File: src/rtl/bpf_pkg.sv
`timescale 1ns / 1ps
`default_nettype none

package bpf_pkg;

   localparam int COORD_W  = 20;
   localparam int MARGIN_W = 19;
   localparam int RADIAL_W = 20;
   localparam int RADIUS_W = 19;
   localparam int COUNT_W  = 4;
   localparam int SLOT_W   = 3;
   localparam int DIFF_W   = COORD_W + 1;
   // radius plus radial margin stays below 2**21
   localparam int REACH_W  = RADIAL_W + 1;
   localparam int SQ_W     = 2 * DIFF_W;

   localparam int CSR_DATA_W = 32;
   localparam int CSR_ADDR_W = 5;

   localparam logic [SLOT_W-1:0] CORNER_LOW  = 3'd0;
   localparam logic [SLOT_W-1:0] CORNER_HIGH = 3'd1;

   typedef enum logic [1:0] {
      REQ_CLASSIFY = 2'd0,
      REQ_CORNER   = 2'd1,
      REQ_PILLAR   = 2'd2
   } req_kind_type;

   typedef enum logic [2:0] {
      CSR_MARGIN_X      = 3'd0,
      CSR_MARGIN_Y      = 3'd1,
      CSR_MARGIN_Z      = 3'd2,
      CSR_RADIAL_MARGIN = 3'd3,
      CSR_PILLAR_MIN_X  = 3'd4,
      CSR_PILLAR_Z_LOW  = 3'd5,
      CSR_PILLAR_Z_HIGH = 3'd6,
      CSR_PILLARS_USED  = 3'd7
   } csr_index_type;

   typedef struct packed {
      logic load_s1;
      logic load_s2;
      logic load_s3;
   } lane_ctrl_type;

endpackage

`default_nettype wire

File: src/rtl/bpf_lane.sv
`timescale 1ns / 1ps
`default_nettype none

module bpf_lane (
   input  wire logic                                    clock,
   input  wire logic                                    reset,
   input  wire bpf_pkg::lane_ctrl_type                  ctrl,
   input  wire logic                                    wr_en,
   input  wire logic signed [bpf_pkg::COORD_W-1:0]      wr_x,
   input  wire logic signed [bpf_pkg::COORD_W-1:0]      wr_y,
   input  wire logic        [bpf_pkg::RADIUS_W-1:0]     wr_radius,
   input  wire logic signed [bpf_pkg::COORD_W-1:0]      pt_x,
   input  wire logic signed [bpf_pkg::COORD_W-1:0]      pt_y,
   input  wire logic        [bpf_pkg::RADIAL_W-1:0]     radial_margin,
   output logic                                         near
);

   localparam int SUM_W = bpf_pkg::SQ_W + 1;

   logic signed [bpf_pkg::COORD_W-1:0]  cx_ff, cy_ff;
   logic        [bpf_pkg::RADIUS_W-1:0] rad_ff;

   logic signed [bpf_pkg::DIFF_W-1:0]   dx_in, dx_ff, dy_in, dy_ff;
   logic        [bpf_pkg::REACH_W-1:0]  reach_in, reach_ff;
   logic signed [bpf_pkg::SQ_W-1:0]     dx_wide, dy_wide;
   logic        [bpf_pkg::SQ_W-1:0]     dxsq_in, dxsq_ff, dysq_in, dysq_ff;
   logic        [bpf_pkg::SQ_W-1:0]     reachsq_in, reachsq_ff;
   logic                                near_in, near_ff;

   always_ff @(posedge clock) begin
      if (reset) begin
         cx_ff  <= '0;
         cy_ff  <= '0;
         rad_ff <= '0;
      end else if (wr_en) begin
         cx_ff  <= wr_x;
         cy_ff  <= wr_y;
         rad_ff <= wr_radius;
      end
   end

   // stage 1: offsets from the centre and the reach
   always_comb begin
      dx_in    = bpf_pkg::DIFF_W'(pt_x) - bpf_pkg::DIFF_W'(cx_ff);
      dy_in    = bpf_pkg::DIFF_W'(pt_y) - bpf_pkg::DIFF_W'(cy_ff);
      reach_in = bpf_pkg::REACH_W'(rad_ff) + bpf_pkg::REACH_W'(radial_margin);
   end

   // stage 2: squares
   always_comb begin
      dx_wide    = bpf_pkg::SQ_W'(dx_ff);
      dy_wide    = bpf_pkg::SQ_W'(dy_ff);
      dxsq_in    = $unsigned(dx_wide * dx_wide);
      dysq_in    = $unsigned(dy_wide * dy_wide);
      reachsq_in = bpf_pkg::SQ_W'(reach_ff) * bpf_pkg::SQ_W'(reach_ff);
   end

   // stage 3: distance compare
   assign near_in = (SUM_W'(dxsq_ff) + SUM_W'(dysq_ff)) <= SUM_W'(reachsq_ff);

   always_ff @(posedge clock) begin
      if (ctrl.load_s1) begin
         dx_ff    <= dx_in;
         dy_ff    <= dy_in;
         reach_ff <= reach_in;
      end
      if (ctrl.load_s2) begin
         dxsq_ff    <= dxsq_in;
         dysq_ff    <= dysq_in;
         reachsq_ff <= reachsq_in;
      end
      if (ctrl.load_s3) begin
         near_ff <= near_in;
      end
   end

   assign near = near_ff;

endmodule

`default_nettype wire

File: config.mk
export PLATFORM = sky130hd
export DESIGN_NAME = bpf_lane
export DESIGN_NICKNAME = d
export VERILOG_FILES = /design/src/rtl/bpf_pkg.sv /design/src/rtl/bpf_lane.sv
export SDC_FILE = /design/constraint.sdc
export NUM_CORES = 2
export LEC_CHECK = 0
export ABC_CLOCK_PERIOD_IN_PS = 15000
export BUFFER_PORTS_ARGS = -buffer_cell sky130_fd_sc_hd__buf_2
export CAP_MARGIN = 20
export CORE_ASPECT_RATIO = 0.75
export CORE_MARGIN = 8
export CORE_UTILIZATION = 62
export CTS_BUF_LIST = sky130_fd_sc_hd__clkbuf_4 sky130_fd_sc_hd__clkbuf_8 sky130_fd_sc_hd__clkbuf_16
export CTS_CLUSTER_SIZE = 10
export DETAILED_ROUTE_END_ITERATION = 6
export PLACE_DENSITY = 0.79
export SYNTH_ARGS = -nofsm -noshare
export SYNTH_HDL_FRONTEND = slang
export SYNTH_SLANG_ARGS = --single-unit
export TNS_END_PERCENT = 20
File: constraint.sdc
create_clock -name clock -period 15 [get_ports clock]
set_clock_uncertainty 0.2 [all_clocks]
set_input_delay 0.75 -clock clock [delete_from_list [all_inputs] [get_ports clock]]
set_output_delay 0.75 -clock clock [all_outputs]
set_load 0.05 [all_outputs]
==> impl_results.md <==
* CTS Buffer Depth at 3
* CP max FO at 19
* Reg2Reg Depth at 25
* First-pass GRT wire length at ~210 mm
* Slew HR at 25.7%
* Setup TNS at 0 ps
* Vias at a little under 40,000
* DRT Pass-1 Iters at 6
* Clock Pin Slew Worst Setup and Hold Paths at 60 ps
* Nets at roughly 7,700
* RSZ-0062 raised after global routing: false
* Vias in the first global route at 41,862
* DR vias/cell at 5.50
* Top cells by area, synth: fa_1 (41%), ha_1 (12%), inv_1 (11%), edfxtp_1 (10%), nand2_1 (3.1%)
* Diode count at 0
* PostCTS Resize Cnt at 0
* TritonCTS Buffers at 34
* Fillers at roughly 6,900
* Die ar. at around 0.099 mm2
* Post-synth top cells: inv_1 (1,605), fa_1 (1,141), ha_1 (551)
* RR Startpoint: dy_ff[5]
* Setup crit start kind: flop
* Fin crit period at 8580 ps
* Top_reg_cell synth: edfxtp_1
* Port bufs at ~130
* Hold depth at 3
* Post-synthesis mux area share at 1.14%
* Mapped cell area at 0.0555 mm2
* Worst skew pair latency at 560 ps
* Reg2reg setup slack at 6420 ps
* Worst EP arrival at 8660 ps
* EDFF count, synth at 187
* Drt total wl at around 130 mm
* FF-to-FF End: dysq_ff[40]
* Most common cell in the netlist: inv_1
* Hold Fails Final Rpt at 0
* TritonCTS clock tree: done
* Syn. warnings at 0
* Largest net degree at the start of global routing at 64
* Syn_area_per_cell at 9.58 um2
* Final setup vio count at 0
* Die height at around 280 um
* Ys async rst share at 0%
* Post-DP HPWL at 106 mm
* Setup Buffers After CTS at 0
* Crit. Startpoint: dy_ff[5]
* Adder-Cell Fraction of Synth Area at between 50% and 60%
* Site Rows at 95
* Core Util, Final at 65.5%
* Post-synthesis cell count at approximately 5,800
* Drt drc at 0
* Fin crit share at 57.2%
* Status: completed
* Post-DRT Antenna Nets at 0
* Core area at 0.0891 mm2
* GRT overflow at 0
* Initial DRC Count at 2,723
* Capturing element type of the critical path: flop
* Routed length per placed instance at 17.9 um
* GPL Wtd Cong at between 0.9 and 1
* HP Class: input port to flop
* Layout cells sized above 1 at 4.56%
* Min-Delay Startpoint: wr_radius[0]
* GRT Total Usage at 26.0%
* Chip Width at 362 um
* CTS Hold Bufs at 0
* Post-synthesis sequential area ratio at 12.2%
* Syn_nets at 7,613
* Initial antenna violation count at 1
* #FFs+latches synth at between 200 and 250
* CTS Sinks at roughly 250
* IO Count at approximately 130
* Hold slack at roughly 230 ps
* WS Path Type: flop to flop
* Synth area leader: fa_1
* Least-Margin Pin Slew at 1110 ps
* Fmax at 0.117 GHz
* Worst Path Required at 15,080 ps
* H-Tree Depth at 2
* Max Cap Violations at 0
* Largest family of logic cells by synthesized area: adder cells
* Worst Hold Path EP: rad_ff[0]
* Synth-to-Final Area Change at 5.15%
* Clk root buf: clkbuf_16
* Fin. max-slew vios at 0
* Synth Area in Simple Gates at 10.0%
* Post-Synth XOR/XNOR Area at 3.93%
* Top-area cell type share of the netlist area at slightly above 40%
* Initial Util at 62.3%
* Synth Area in Compound Gates at 7.24%
* Synth unique cells at 90
==> flip-flops by register name, summed over array words and instances (netlist names) <==
signal and cells:
dxsq_ff 41, dysq_ff 41, reach_ff 21, cx_ff 20
rad_ff 19, reachsq_ff 41, dy_ff 21, near 1
dx_ff 21, cy_ff 20
==> cell type report <==
cell class / count / area (um2) / area share [%]
Timing Repair Buffer: 157 / 871 / 1.49
Inverter: 1606 / 6030 / 10.3
Tap cell: 1164 / 1460 / 2.49
Multi-Input combinational cell: 3792 / 42100 / 72.2
Sequential cell: 246 / 6800 / 11.6
Clock buffer: 49 / 993 / 1.70
Clock inverter: 10 / 113 / 0.193
==> worst max-delay path by stage <==
stage | slack (ps) | cells after the start | end
floorplan | 7700 | 24 | dxsq_ff[41]
global placement | 6820 | 25 | dysq_ff[40]
detailed placement | 6620 | 25 | dysq_ff[40]
CTS | 6600 | 25 | dysq_ff[40]
global route | 6130 | 23 | dysq_ff[40]
finish | 6420 | 25 | dysq_ff[40]
==> layer usage <==
metal,up-vias,GRT usage [%],routed length [um]
met4,2,5.88,2840
li1,17711,-,-
met1,19239,37.5,55100
met3,212,4.41,10300
met5,-,0,11
met2,1444,41.8,57200
==> stage by stage <==
step | cell area [um2] | std cells | worst slack [ps]
after global routing | 58400 | 7024 | 6130
after floorplan | 55500 | 5796 | 7700
after detailed placement | 57300 | 6965 | 6620
final | 58400 | 7024 | 6420
after global placement | 57300 | 6965 | 6820
after CTS | 58400 | 7024 | 6600
==> cells in the final DEF (no fill, tap or decap), types with 8 or more instances in the layout <==
| cell | synthesis | routed |
|---|---|---|
| o21bai_1 | 26 | 26 |
| buf_4 | 0 | 34 |
| nand2_1 | 456 | 456 |
| dfxtp_1 | 59 | 59 |
| o211ai_1 | 12 | 12 |
| clkbuf_16 | 0 | 35 |
| nor2_1 | 275 | 275 |
| o31a_1 | 8 | 8 |
| xor2_1 | 71 | 71 |
| inv_1 | 1605 | 1605 |
| a21oi_1 | 187 | 187 |
| nor3_1 | 36 | 36 |
| nor4_1 | 10 | 10 |
| o31ai_1 | 16 | 16 |
| o21a_1 | 30 | 30 |
| and2_1 | 229 | 229 |
| a21o_1 | 80 | 80 |
| nand2b_1 | 25 | 25 |
| or2_2 | 15 | 15 |
| nand4_1 | 25 | 25 |
| a31oi_1 | 13 | 13 |
| nor2b_1 | 31 | 31 |
| ha_1 | 551 | 551 |
| fa_1 | 1141 | 1141 |
| or3_1 | 12 | 12 |
| a31o_2 | 8 | 8 |
| clkbuf_4 | 0 | 12 |
| xnor2_1 | 178 | 178 |
| and3_1 | 15 | 15 |
| a211oi_1 | 33 | 33 |
| a211o_1 | 12 | 12 |
| mux2i_1 | 59 | 59 |
| nand3_1 | 33 | 33 |
| o21ai_0 | 93 | 93 |
| edfxtp_1 | 187 | 187 |
| buf_2 | 1 | 123 |
==> worst max-delay path: stages (launching register included) <==
cell,delay [ps]
edfxtp_1,850
inv_1,380
nor2_1,350
fa_1,490
ha_1,310
a21oi_1,80
fa_1,510
inv_1,50
fa_1,490
inv_1,50
fa_1,520
inv_1,50
fa_1,470
inv_1,50
fa_1,470
inv_1,40
ha_1,340
and3_1,230
o2111ai_1,180
o211ai_1,650
o311ai_0,250
o21ai_0,610
a211oi_1,230
o21ai_0,200
a21oi_1,110
xnor2_1,140
==> logic make-up after synthesis <==
family	Yosys count
AOI/OAI and AO/OA	603
buffers and inverters	1758
adders and majority gates	1692
and+or+nand+nor	1185
DFF	246
xor gates and xnor gates	249
muxes	63
Power is not shown: default switching activity piles up to over one toggle a cycle in this logic, so the estimate is an artifact.
